### src/sv/rtcep_pkg.sv
package rtcep_pkg;

	localparam int CY_W   = 12;
	localparam int YEAR_W = 13;
	localparam int CENT_W = 6;

	// status register B bits and hour PM flag
	localparam int SB_BINARY = 2;
	localparam int SB_24H    = 1;
	localparam int HOUR_PM   = 7;

	localparam logic [YEAR_W-1:0] CENTURY       = 13'd100;
	localparam logic [31:0]       EPOCH_YEAR    = 32'd1970;
	localparam logic [31:0]       LEAP_BASE     = 32'd1969;
	localparam logic [31:0]       DAYS_PER_YEAR = 32'd365;
	localparam logic [31:0]       HOURS_PER_DAY = 32'd24;
	localparam logic [31:0]       SIXTY         = 32'd60;

	// year / 100 as a multiply by a scaled reciprocal, exact for 12-bit years
	localparam int CENT_PROD_W = 25;
	localparam logic [CENT_PROD_W-1:0] CENT_RECIP = 25'd5243;
	localparam int CENT_SHIFT = 19;

	localparam logic [7:0] MONTH_FIRST = 8'd1;
	localparam logic [7:0] MONTH_LAST  = 8'd12;
	localparam logic [7:0] MONTH_FEB   = 8'd2;

	typedef struct packed {
		logic [7:0] second;
		logic [7:0] minute;
		logic [7:0] hour;
		logic [7:0] day;
		logic [7:0] month;
		logic [7:0] year2;
	} rtcep_time_t;

	// days before the first of a month; months outside 1..12 add nothing
	function automatic logic [8:0] month_start(input logic [7:0] m);
		logic [8:0] r;
		case (m)
			8'd1:    r = 9'd0;
			8'd2:    r = 9'd31;
			8'd3:    r = 9'd59;
			8'd4:    r = 9'd90;
			8'd5:    r = 9'd120;
			8'd6:    r = 9'd151;
			8'd7:    r = 9'd181;
			8'd8:    r = 9'd212;
			8'd9:    r = 9'd243;
			8'd10:   r = 9'd273;
			8'd11:   r = 9'd304;
			8'd12:   r = 9'd334;
			default: r = 9'd0;
		endcase
		return r;
	endfunction

endpackage

### src/sv/rtcep_decode.sv
module rtcep_decode (
	input  logic [7:0]              raw_second,
	input  logic [7:0]              raw_minute,
	input  logic [7:0]              raw_hour,
	input  logic [7:0]              raw_day,
	input  logic [7:0]              raw_month,
	input  logic [7:0]              raw_year,
	input  logic [7:0]              status_b,
	output rtcep_pkg::rtcep_time_t  dec
);

	// no digit check: a nibble above 9 still adds its value
	function automatic logic [7:0] bcd(input logic [7:0] v);
		return 8'(v[3:0]) + 8'(v[7:4]) * 8'd10;
	endfunction

	// reduce a value below 140 modulo 24
	function automatic logic [7:0] mod24(input logic [7:0] v);
		logic [7:0] r;
		r = v;
		for (int i = 0; i < 5; i++) begin
			if (r >= 8'd24) begin
				r = r - 8'd24;
			end
		end
		return r;
	endfunction

	logic       is_bin;
	logic [7:0] hr_bcd;
	logic [7:0] hr_sel;

	assign is_bin = status_b[rtcep_pkg::SB_BINARY];
	// hour tens digit is bits 6..4 only; keep PM bit
	assign hr_bcd = (8'(raw_hour[3:0]) + 8'(raw_hour[6:4]) * 8'd10)
		| {raw_hour[rtcep_pkg::HOUR_PM], 7'b0};
	assign hr_sel = is_bin ? raw_hour : hr_bcd;

	always_comb begin
		dec.second = is_bin ? raw_second : bcd(raw_second);
		dec.minute = is_bin ? raw_minute : bcd(raw_minute);
		dec.day    = is_bin ? raw_day    : bcd(raw_day);
		dec.month  = is_bin ? raw_month  : bcd(raw_month);
		dec.year2  = is_bin ? raw_year   : bcd(raw_year);
		if (!status_b[rtcep_pkg::SB_24H] && hr_sel[rtcep_pkg::HOUR_PM]) begin
			dec.hour = mod24({1'b0, hr_sel[6:0]} + 8'd12);
		end else begin
			dec.hour = hr_sel;
		end
	end

endmodule

### src/sv/rtc_fields_to_epoch_seconds.sv
// CMOS RTC register bytes to seconds since 1970-01-01.
//
// Command side: present the seven register bytes (raw_second .. raw_year and
// status_b) with start high; a word is taken at every edge where start is high
// and busy is low. busy is always low: a new word may enter every cycle.
// Result side: done is high for exactly one cycle with the decoded calendar
// fields, the corrected full_year, bad_month and epoch_seconds. The receiver
// cannot hold results off, and none is needed: the pipeline never stalls.
// Throughput is one word per cycle. The seven stages are: byte decode and
// century quotient, century add, year/leap/month terms, day sum, then one
// multiply-add each for hours, minutes and seconds.
// Configuration: cfg_wr_en with cfg_wr_data writes the reference year register
// (resets to 2024). Write it only while no word is in flight; a word takes the
// value it sees on entry.
// Reset (arst_n low) clears all valid bits and drops words in flight.
module rtc_fields_to_epoch_seconds (
	input  logic        clk,
	input  logic        arst_n,
	input  logic        start,
	output logic        busy,
	input  logic [7:0]  raw_second,
	input  logic [7:0]  raw_minute,
	input  logic [7:0]  raw_hour,
	input  logic [7:0]  raw_day,
	input  logic [7:0]  raw_month,
	input  logic [7:0]  raw_year,
	input  logic [7:0]  status_b,
	input  logic        cfg_wr_en,
	input  logic [11:0] cfg_wr_data,
	output logic        done,
	output logic [31:0] epoch_seconds,
	output logic [15:0] full_year,
	output logic [7:0]  month_out,
	output logic [7:0]  day_out,
	output logic [7:0]  hour_out,
	output logic [7:0]  minute_out,
	output logic [7:0]  second_out,
	output logic        bad_month
);

	localparam int YW = rtcep_pkg::YEAR_W;

	logic [rtcep_pkg::CY_W-1:0] cy_q;

	rtcep_pkg::rtcep_time_t dec;

	rtcep_decode u_decode (
		.raw_second (raw_second),
		.raw_minute (raw_minute),
		.raw_hour   (raw_hour),
		.raw_day    (raw_day),
		.raw_month  (raw_month),
		.raw_year   (raw_year),
		.status_b   (status_b),
		.dec        (dec)
	);

	// valid bits, one per stage
	logic valid_s1, valid_s2, valid_s3, valid_s4, valid_s5, valid_s6, valid_s7;

	// fields riding along
	rtcep_pkg::rtcep_time_t dec_s1, dec_s2, dec_s3, dec_s4, dec_s5, dec_s6, dec_s7;
	logic [rtcep_pkg::CY_W-1:0]   cy_s1;
	logic [rtcep_pkg::CENT_W-1:0] cent_s1;
	logic [YW-1:0] year_s2, year_s3, year_s4, year_s5, year_s6, year_s7;
	logic bad_s2, bad_s3, bad_s4, bad_s5, bad_s6, bad_s7;

	// arithmetic terms
	logic [31:0] yprod_s3, leaps_s3, mday_s3;
	logic [31:0] days_s4, hours_s5, mins_s6, secs_s7;

	// combinational per stage
	logic [rtcep_pkg::CENT_PROD_W-1:0] cent_prod;
	logic [YW-1:0] base_c, ysum_c, year_c;
	logic          bad_c;
	logic [31:0]   yprod_c, leaps_c, mday_c;

	assign busy = 1'b0;

	// configuration register
	always_ff @(posedge clk or negedge arst_n) begin
		if (!arst_n) begin
			cy_q <= 12'd2024;
		end else if (cfg_wr_en) begin
			cy_q <= cfg_wr_data;
		end
	end

	// valid chain
	always_ff @(posedge clk or negedge arst_n) begin
		if (!arst_n) begin
			valid_s1 <= 1'b0;
			valid_s2 <= 1'b0;
			valid_s3 <= 1'b0;
			valid_s4 <= 1'b0;
			valid_s5 <= 1'b0;
			valid_s6 <= 1'b0;
			valid_s7 <= 1'b0;
		end else begin
			valid_s1 <= start && !busy;
			valid_s2 <= valid_s1;
			valid_s3 <= valid_s2;
			valid_s4 <= valid_s3;
			valid_s5 <= valid_s4;
			valid_s6 <= valid_s5;
			valid_s7 <= valid_s6;
		end
	end

	// stage 1: century quotient of the reference year
	assign cent_prod = rtcep_pkg::CENT_PROD_W'(cy_q) * rtcep_pkg::CENT_RECIP;

	// stage 2: widen the two-digit year, push it past the reference year; flag bad months
	assign base_c = YW'(cent_s1) * rtcep_pkg::CENTURY;
	assign ysum_c = YW'(dec_s1.year2) + base_c;
	assign year_c = (ysum_c < YW'(cy_s1)) ? ysum_c + rtcep_pkg::CENTURY : ysum_c;
	assign bad_c  = !(dec_s1.month inside
		{[rtcep_pkg::MONTH_FIRST:rtcep_pkg::MONTH_LAST]});

	// stage 3: year days, leap days, days within the year (all wrap at 2^32)
	assign yprod_c = (32'(year_s2) - rtcep_pkg::EPOCH_YEAR) * rtcep_pkg::DAYS_PER_YEAR;
	assign leaps_c = (32'(year_s2) - rtcep_pkg::LEAP_BASE
		+ 32'(dec_s2.month > rtcep_pkg::MONTH_FEB)) >> 2;
	assign mday_c  = (bad_s2 ? 32'd0 : 32'(rtcep_pkg::month_start(dec_s2.month)))
		+ 32'(dec_s2.day) - 32'd1;

	always_ff @(posedge clk) begin
		dec_s1   <= dec;
		cy_s1    <= cy_q;
		cent_s1  <= cent_prod[rtcep_pkg::CENT_SHIFT +: rtcep_pkg::CENT_W];

		dec_s2   <= dec_s1;
		year_s2  <= year_c;
		bad_s2   <= bad_c;

		dec_s3   <= dec_s2;
		year_s3  <= year_s2;
		bad_s3   <= bad_s2;
		yprod_s3 <= yprod_c;
		leaps_s3 <= leaps_c;
		mday_s3  <= mday_c;

		dec_s4   <= dec_s3;
		year_s4  <= year_s3;
		bad_s4   <= bad_s3;
		days_s4  <= yprod_s3 + leaps_s3 + mday_s3;

		dec_s5   <= dec_s4;
		year_s5  <= year_s4;
		bad_s5   <= bad_s4;
		hours_s5 <= days_s4 * rtcep_pkg::HOURS_PER_DAY + 32'(dec_s4.hour);

		dec_s6   <= dec_s5;
		year_s6  <= year_s5;
		bad_s6   <= bad_s5;
		mins_s6  <= hours_s5 * rtcep_pkg::SIXTY + 32'(dec_s5.minute);

		dec_s7   <= dec_s6;
		year_s7  <= year_s6;
		bad_s7   <= bad_s6;
		secs_s7  <= mins_s6 * rtcep_pkg::SIXTY + 32'(dec_s6.second);
	end

	// drive the result word straight from the last stage
	assign done          = valid_s7;
	assign epoch_seconds = secs_s7;
	assign full_year     = 16'(year_s7);
	assign month_out     = dec_s7.month;
	assign day_out       = dec_s7.day;
	assign hour_out      = dec_s7.hour;
	assign minute_out    = dec_s7.minute;
	assign second_out    = dec_s7.second;
	assign bad_month     = bad_s7;

	// every accepted word comes out as a result word from the last stage
	a_latency: assert property (@(posedge clk) disable iff (!arst_n)
		start && !busy |-> ##7 done)
		else $error("result word missing seven cycles after accept");

	// no result word without a matching accepted word
	a_no_spurious: assert property (@(posedge clk) disable iff (!arst_n)
		done |-> $past(start && !busy, 7))
		else $error("result word without matching accept");

	// flag must match the month delivered with it
	a_bad_month: assert property (@(posedge clk) disable iff (!arst_n)
		done |-> (bad_month == ((month_out < rtcep_pkg::MONTH_FIRST)
			|| (month_out > rtcep_pkg::MONTH_LAST))))
		else $error("bad_month disagrees with month_out");

endmodule
### config.mk
export PLATFORM = sky130hd
export DESIGN_NAME = rtc_fields_to_epoch_seconds
export DESIGN_NICKNAME = d
export VERILOG_FILES = /design/src/sv/rtcep_pkg.sv /design/src/sv/rtcep_decode.sv /design/src/sv/rtc_fields_to_epoch_seconds.sv
export SDC_FILE = /design/constraint.sdc
export NUM_CORES = 1
export LEC_CHECK = 0
export BUFFER_PORTS_ARGS = -buffer_cell sky130_fd_sc_hd__buf_2
export CORE_MARGIN = 3
export CORE_UTILIZATION = 55
export CTS_CLUSTER_SIZE = 16
export DETAILED_ROUTE_END_ITERATION = 6
export PLACE_DENSITY_LB_ADDON = 0.08
export SYNTH_ARGS = -nofsm -noshare
export SYNTH_HDL_FRONTEND = slang
export SYNTH_HIERARCHICAL = 1
export SYNTH_SLANG_ARGS = --single-unit
### constraint.sdc
create_clock -name clk -period 6.5 [get_ports clk]
set_input_delay 1.3 -clock clk [delete_from_list [all_inputs] [get_ports clk]]
set_output_delay 1.3 -clock clk [all_outputs]
set_load 0.05 [all_outputs]
Word level (Yosys, flattened, before mapping) --
Memory sizes are Yosys's and may differ from the RTL's. A register that Yosys moved wholly into a read port is not among the register bits. Cells that the tools add are included.
Operators by class: add/subtract/negate cells 24, $mul 12, divide/modulo/power cells 0, $lt $le $gt $ge 9, equal/unequal tests 0, shifts and indexed selects 0, mux-type cells 19, bitwise operators 1, reduce and logical (&&, ||, !) cells 5
Operators by type and width (count):
- two-way mux 8 bit | 16
- adder 32 x 8 -> 32 bit | 3
- multiplier 32 x 4 -> 30 bit (second input constant) | 2
- adder 4 x 8 -> 8 bit | 5
- >= comparator 8 x 5 -> 1 bit (second input constant) | 5
- subtractor 8 x 5 -> 8 bit (second input constant) | 5
- multiplier 4 x 3 -> 7 bit (second input constant) | 5
- adder 32 x 30 -> 32 bit | 1
- adder 32 bit | 1
- multiplier 32 x 2 -> 29 bit (second input constant) | 1
- subtractor 13 x 11 -> 14 bit (second input constant) | 2
- multiplier 12 x 13 -> 25 bit (second input constant) | 1
- multiplier 14 x 10 -> 24 bit (second input constant) | 1
- two-way mux 9 bit | 2
- adder 14 x 2 -> 15 bit | 1
- adder 13 x 7 -> 13 bit (second input constant) | 1
- adder 8 x 13 -> 13 bit | 1
- less-than comparator 13 x 12 -> 1 bit | 1
- two-way mux 13 bit | 1
- multiplier 6 x 5 -> 11 bit (second input constant) | 1
- subtractor 10 x 1 -> 11 bit (second input constant) | 1
- adder 9 x 8 -> 10 bit | 1
- adder 4 x 7 -> 8 bit | 1
- adder 7 x 4 -> 8 bit (second input constant) | 1
- 8 further kinds | 10
Word-level totals: bits in registers 602, bits in latches 0, bits in writable memories 0, ROM bits 144, input bits 72, output and inout port bits 91, logic and storage cells 136, memories kept 1
Memories:
- (name not given) | depth 16, width 9, rd ports 1, clocked after memory_dff 1, write ports 0, line rtcep_pkg.sv:40 | case (m)

Longest topological paths before layout --
Gate-level depths: netlist of the first run.
word-level depth 20, gate-level depth with buffers 38, mapped depth without buffers 35

Hierarchy --
The synthesis of the first run kept the hierarchy.
By module, submodules not included:
- rtc_fields_to_epoch_seconds | instances 1, cells each 2575, area an instance 28919.0 um^2, seq. area each 11574.9 um^2
- rtcep_decode | instances 1, cells each 420, area an instance 3148.0 um^2, seq. area each 0.0 um^2

Least setup slack after synthesis of the first run --
OpenSTA, ideal clock, no wires.
kind input-to-reg, from input port raw_hour[1], to register dec_s1[27] (netlist bit), library setup time 121 ps, arrival 8318 ps, required time 6379 ps, setup slack -1939 ps, stages on the path 35, path buffers 2, cell sequence ha_1 inv_1 fa_1 xor2_1 o21ai_1 inv_1 ha_1 clkbuf_1 nand2_1 a2111oi_0 a32oi_1 o21a_1 or2_0 buf_2 nor2_1 nor2_1 ha_1 inv_1 nor3_1 or4_4 o22a_1 xnor2_1 inv_1 ha_1 nand2_1 nand2_1 nor4_4 mux2_2 ha_1 or3_1 o311ai_1 nand3b_1 a2111oi_4 mux2i_1 mux2_2
RTL lines:
- start: declaration | line rtc_fields_to_epoch_seconds.sv:23 | input logic [7:0] raw_hour,
- end signal: assignment | line rtc_fields_to_epoch_seconds.sv:128 | dec_s1 <= dec;
- end: declaration | line rtc_fields_to_epoch_seconds.sv:62 | rtcep_pkg::rtcep_time_t dec_s1, dec_s2, dec_s3, dec_s4, dec_s5, dec_s6, dec_s7;

==> results.json, run 1 <==
{
  "root_buffer": "clkbuf_16",
  "antenna_found_initial": 0,
  "cts_max_path_buffers": 3,
  "yosysSeqAreaShare_pct": 36.10,
  "required_ns": 7.02,
  "grt_overflow_total": 0,
  "place_ws_ns": -1.687,
  "dieWidth_um": 247.5,
  "dpl.hpwl_um": 50250,
  "viasPerCell": 5.183,
  "synth.avg_cell_area_um2": 10.71,
  "ys_seq_elements": 573,
  "io-pin-count": 163,
  "route.vias.total": 21310,
  "async_flop_share_pct": 3.316,
  "synth.yosys.warnings": 6,
  "slowest_delay_ns": 0.43,
  "initial_core_util_pct": 56.22,
  "netlist_instances": 2995,
  "antenna_cells": 0,
  "ys.flop_type": "dfxtp_1",
  "place_congestion": 0.8607,
  "syn_to_final_growth_pct": 15.47,
  "tightest_slew_ns": 1.251,
  "wirelength_um": 61810,
  "r2r_slack_ns": 0.44,
  "min-delay-start": "year_s6[4]",
  "grt_pass1_wl_um": 104900,
  "wl_per_cell_um": 15.03,
  "dieArea_um2": 61240,
  "r2r_cells": 24,
  "max_cap_viol_count": 0,
  "die_height_um": 247.5,
  "clk_latency_ns": 0.62,
  "cp_common_cell": "ha_4",
  "drive_above_1_share_pct": 15.74,
  "status": "finished, violations left",
  "drt_iter0_drc": 766,
  "setup_slack_ns": -0.5136,
  "slowest_stage": "a2111oi_4",
  "drc_errors": 0,
  "port_buffers": 152,
  "nets": 3995,
  "crit_type": "in2reg",
  "ant_nets": 0,
  "crit_fanout": 4,
  "period_share_pct": 107.9,
  "setup-violations-final": 5,
  "setup.worst_path.end_class": "flip-flop",
  "whs_path_depth": 0,
  "finalHoldViolCount": 0,
  "cts_sinks": 573,
  "dr.pass1.iters": 5,
  "final_cell_mix": "554 x dfxtp_1, 363 x ha_1, 310 x inv_1",
  "relSlewSlack_pct": 16.11,
  "hold_end": "year_s7[4]",
  "stdcell_area_um2": 37030,
  "layout_min_cycle_time_ns": 7.014,
  "reg2reg_to": "yprod_s3[22]",
  "grt_pass1_vias": 22380,
  "rsz0062_at_grt": "true",
  "h-tree-depth": 2,
  "violations": "setup timing",
  "clkSlewWorstSetupHoldPaths_ns": 0.07,
  "skew_ns": 0.03420,
  "maxSlewViolCount": 0,
  "hold_ws_ns": 0.2955,
  "worstPathArrival_ns": 7.53,
  "post_dp_cell_area_um2": 34550,
  "synth.cell_area_um2": 32070,
  "synth.distinct_cells": 107,
  "critPathBufInv": 5,
  "critPathTopFamily": "compound AO/OA/AOI/OAI gates",
  "rows": 87,
  "coreArea_um2": 57040,
  "synth_edf_count": 0,
  "layout_commonest_cell": "dfxtp_1",
  "timing.rr.start": "year_s2[1]",
  "cts_buffers": 58,
  "cp-start-kind": "primary input",
  "cts_hold_buffers": 0,
  "cts_tree": "built",
  "holdCritPathClass": "reg2reg",
  "max_freq_mhz": 142.6,
  "grt_use_total_pct": 20.69,
  "grt_max_degree": 42
}
-- metal layers --
metal | routed length [um] | vias up | track usage [%]
li1 | - | 10830 | -
met5 | 0 | - | 0
met3 | 1402 | 108 | 2.355
met2 | 31390 | 253 | 38.11
met4 | 1755 | 0 | 6.591
met1 | 27260 | 10120 | 25.24
-- worst max path at each step --
| stage | start | cells after the start | end | slack (ns) |
|---|---|---|---|---|
| 6_report | raw_hour[6] | 32 | dec_s1[27] | -0.51 |
| 5_1_grt | raw_hour[6] | 32 | dec_s1[27] | -0.76 |
| 4_1_cts | raw_hour[1] | 35 | dec_s1[27] | -0.50 |
| 3_5_place_dp | raw_hour[4] | 34 | dec_s1[27] | -1.69 |
| 3_3_place_gp | raw_hour[4] | 34 | dec_s1[27] | -1.60 |
| 2_1_floorplan | raw_hour[1] | 35 | dec_s1[27] | -1.33 |
-- worst reg2reg max path, stage by stage (launching register included) --
cell      delay, ns
dfxtp_1        0.40
inv_2          0.11
ha_1           0.25
nand2b_1       0.11
a31oi_2        0.12
xnor2_1        0.31
ha_1           0.32
inv_1          0.09
fa_1           0.41
fa_1           0.49
inv_1          0.05
fa_1           0.53
inv_1          0.06
fa_1           0.53
inv_1          0.04
ha_1           0.21
a211o_1        0.32
a211oi_2       0.27
o31a_1         0.25
o21ai_0        0.19
nor4_2         0.32
nor4_1         0.11
nor3_1         0.21
a21oi_1        0.12
xor2_1         0.15
-- cells in the mapped netlist, types with 18 or more instances --
master    number  share of area, %
a211oi_1      27              0.63
a21o_1        64               1.5
a21oi_1      137               2.1
a31oi_1       21              0.41
and2_1        18              0.35
and3_1        23              0.45
clkbuf_1      27              0.32
dfxtp_1      554                35
fa_1         241                15
ha_1         372                15
inv_1        316               3.7
mux2_2        23              0.81
nand2_1      138               1.6
nand2b_1      22              0.43
nand3_1       44              0.69
nor2_1       138               1.6
nor2b_1       34              0.66
nor3_1        42              0.66
o211ai_1      21              0.49
o21a_1        38              0.89
o21ai_0       97               1.5
o21bai_1      23              0.54
or2_2         20              0.39
xnor2_1      179               4.9
xor2_1        90               2.5
-- final cells by class --
| type | count | area (um^2) |
|---|---|---|
| well taps | 756 | 945.9 |
| clock buffers | 73 | 1608 |
| flip-flops and latches | 573 | 11570 |
| inverters | 317 | 1190 |
| clock inverters | 32 | 412.9 |
| multi-input cells | 2061 | 19390 |
| repair buffers | 299 | 1906 |
| fillers | 4596 | 20010 |
-- timing repair --
action	in CTS	in global routing
resized for setup	25	28
pin swaps	23	15
setup endpoints to repair	5	9
buffers inserted	15	10
-- logic make-up after synthesis --
family | share of synthesized area, %
other | 0.01169
muxes | 1.409
and+or+nand+nor | 9.064
DFF | 36.10
xor gates and xnor gates | 7.468
buffers and inverters | 4.444
AOI/OAI and AO/OA | 11.95
adders and majority gates | 29.56
-- metrics by stage --
stage	instances	TNS, ns	utilization, %
CTS	4101	-1.478	64.56
global placement	3981	-6.833	60.58
floorplan	2998	-5.701	-
finish	4111	-1.857	64.91
detailed placement	3981	-7.378	60.58
global route	4111	-3.105	64.91
-- registers in the layout, summed over array words and instances, names as in the netlist, 28 cells and up, named ones only --
| signal | flops |
|---|---|
| dec_s1 | 48 |
| dec_s2 | 40 |
| dec_s3 | 40 |
| dec_s4 | 40 |
| dec_s5 | 40 |
| dec_s6 | 40 |
| epoch_seconds | 30 |
| mins_s6 | 28 |
Power of run 1 is not shown: default switching activity piles up to over one toggle a cycle in this logic, so the estimate is an artifact.
==> run 2, diff against run 1 <==
--- a/config.mk
+++ b/config.mk
@@ -11,6 +11,7 @@
 export CTS_CLUSTER_SIZE = 16
 export DETAILED_ROUTE_END_ITERATION = 6
 export PLACE_DENSITY_LB_ADDON = 0.08
+export SETUP_SLACK_MARGIN = 0.4
 export SYNTH_ARGS = -nofsm -noshare
 export SYNTH_HDL_FRONTEND = slang
 export SYNTH_HIERARCHICAL = 1
==> run 2 against run 1 <==
  * The run still ends with setup timing left
  * Clock skew shrank 0.0029 ns
  * Wire length is essentially flat
  * Clock-buffer cell count is the same
  * Setup slack is essentially flat
  * Via count grew 0.25%
  * Final area grew 0.25%
  * First-iteration DRC count grew 1.3%
  * Final cell count is essentially flat
  * Global-route usage is essentially flat
  * Utilization grew 0.16 points
  * Register-to-register slack gained 0.28 ns
  * Critical endpoint unchanged
==> results.json, run 2 (same netlist as run 1, synthesis figures left out) <==
{
  "status": "finished, violations left",
  "violations": "setup timing",
  "setup_slack_ns": -0.5137,
  "dieArea_um2": 61240,
  "worstPathArrival_ns": 7.53,
  "slowest_stage": "a2111oi_4",
  "max_cap_viol_count": 0,
  "crit_type": "in2reg",
  "drive_above_1_share_pct": 16.17,
  "final_cell_mix": "552 x dfxtp_1, 362 x ha_1, 310 x inv_1",
  "drc_errors": 0,
  "grt_max_degree": 42,
  "largest_reg_flops": 48,
  "nets": 3999,
  "io-pin-count": 163,
  "rsz0062_at_grt": "true",
  "holdCritPathClass": "reg2reg",
  "viasPerCell": 5.191,
  "grt_use_total_pct": 20.70,
  "critPathTopFamily": "compound AO/OA/AOI/OAI gates",
  "cts_max_path_buffers": 3,
  "h-tree-depth": 2,
  "root_buffer": "clkbuf_16",
  "antenna_cells": 0,
  "finalHoldViolCount": 0,
  "ant_nets": 0,
  "skew_ns": 0.03131,
  "dieWidth_um": 247.5,
  "dr.pass1.iters": 5,
  "cp_common_cell": "ha_4",
  "multiInputGateArea_um2": 19450,
  "tightest_slew_ns": 1.241,
  "maxSlewViolCount": 0,
  "layout_min_cycle_time_ns": 7.014,
  "slowest_delay_ns": 0.44,
  "coreArea_um2": 57040,
  "initial_core_util_pct": 56.22,
  "layout_commonest_cell": "dfxtp_1",
  "cts_sinks": 573,
  "clk_latency_ns": 0.62,
  "relSlewSlack_pct": 16.74,
  "max_freq_mhz": 142.6,
  "cp-start-kind": "primary input",
  "port_buffers": 152,
  "period_share_pct": 107.9,
  "cts_tree": "built",
  "route.vias.total": 21360,
  "rows": 87,
  "critPathBufInv": 5,
  "antenna_found_initial": 0,
  "r2r_slack_ns": 0.72,
  "register_area_um2": 11580,
  "hold_ws_ns": 0.2993,
  "cts_buffers": 58,
  "wl_per_cell_um": 15.03,
  "setup.worst_path.end_class": "flip-flop",
  "wirelength_um": 61870,
  "dpl.hpwl_um": 50250,
  "grt_pass1_vias": 22370,
  "place_ws_ns": -1.687,
  "fin_util_pct": 65.08,
  "setup-violations-final": 5,
  "required_ns": 7.01,
  "grt_pass1_wl_um": 104900,
  "n_fill_cell": 4587,
  "clkSlewWorstSetupHoldPaths_ns": 0.07,
  "syn_to_final_growth_pct": 15.76,
  "drt_iter0_drc": 776,
  "grt_overflow_total": 0,
  "largest_register": "dec_s1",
  "place_congestion": 0.8607,
  "crit_fanout": 4,
  "die_height_um": 247.5
}
## run 2: layout make-up
class / count / share of cell area, %
Sequential cell: 573 / 31.19
Clock inverter: 32 / 1.112
Tap cell: 756 / 2.548
Multi-Input combinational cell: 2061 / 52.40
Inverter: 317 / 3.205
Timing Repair Buffer: 303 / 5.214
Clock buffer: 73 / 4.331
## run 2: worst paths after layout
| kind | endpoint | start | depth (start not counted) |
|---|---|---|---|
| min | year_s7[4] | year_s6[4] | 0 |
| max reg2reg | yprod_s3[22] | year_s2[2] | 21 |
| min reg2reg | year_s7[4] | year_s6[4] | 0 |
| max | dec_s1[27] | raw_hour[6] | 32 |
| max in group asynchronous | cy_q[3] | arst_n | 1 |
| min in group asynchronous | valid_s4 | arst_n | 1 |
## run 2: what timing repair did
| item | in CTS | in global routing |
|---|---|---|
| setup endpoints to repair | 8 | 11 |
| hold buffers | 0 | 0 |
| pin swaps | 23 | 18 |
| resized for setup | 29 | 39 |
| buffers inserted | 15 | 14 |
| endpoints found under the hold margin | 0 | 0 |
## run 2: layer usage
metal | track usage (%) | up-vias | routed length (um)
met2 | 38.12 | 260 | 31460
met5 | 0 | - | 0
met3 | 2.355 | 111 | 1423
met1 | 25.27 | 10150 | 27210
met4 | 6.591 | 0 | 1776
li1 | - | 10840 | -
## run 2: stage by stage
stage	cell area (um^2)	std cells	TNS, ns
2_1_floorplan	32180	2998	-5.701
3_3_place_gp	34550	3981	-6.833
3_5_place_dp	34550	3981	-7.378
4_1_cts	36830	4101	-1.478
5_1_grt	37120	4115	-3.105
6_report	37120	4115	-1.859
Power of run 2 is left out for the same reason.
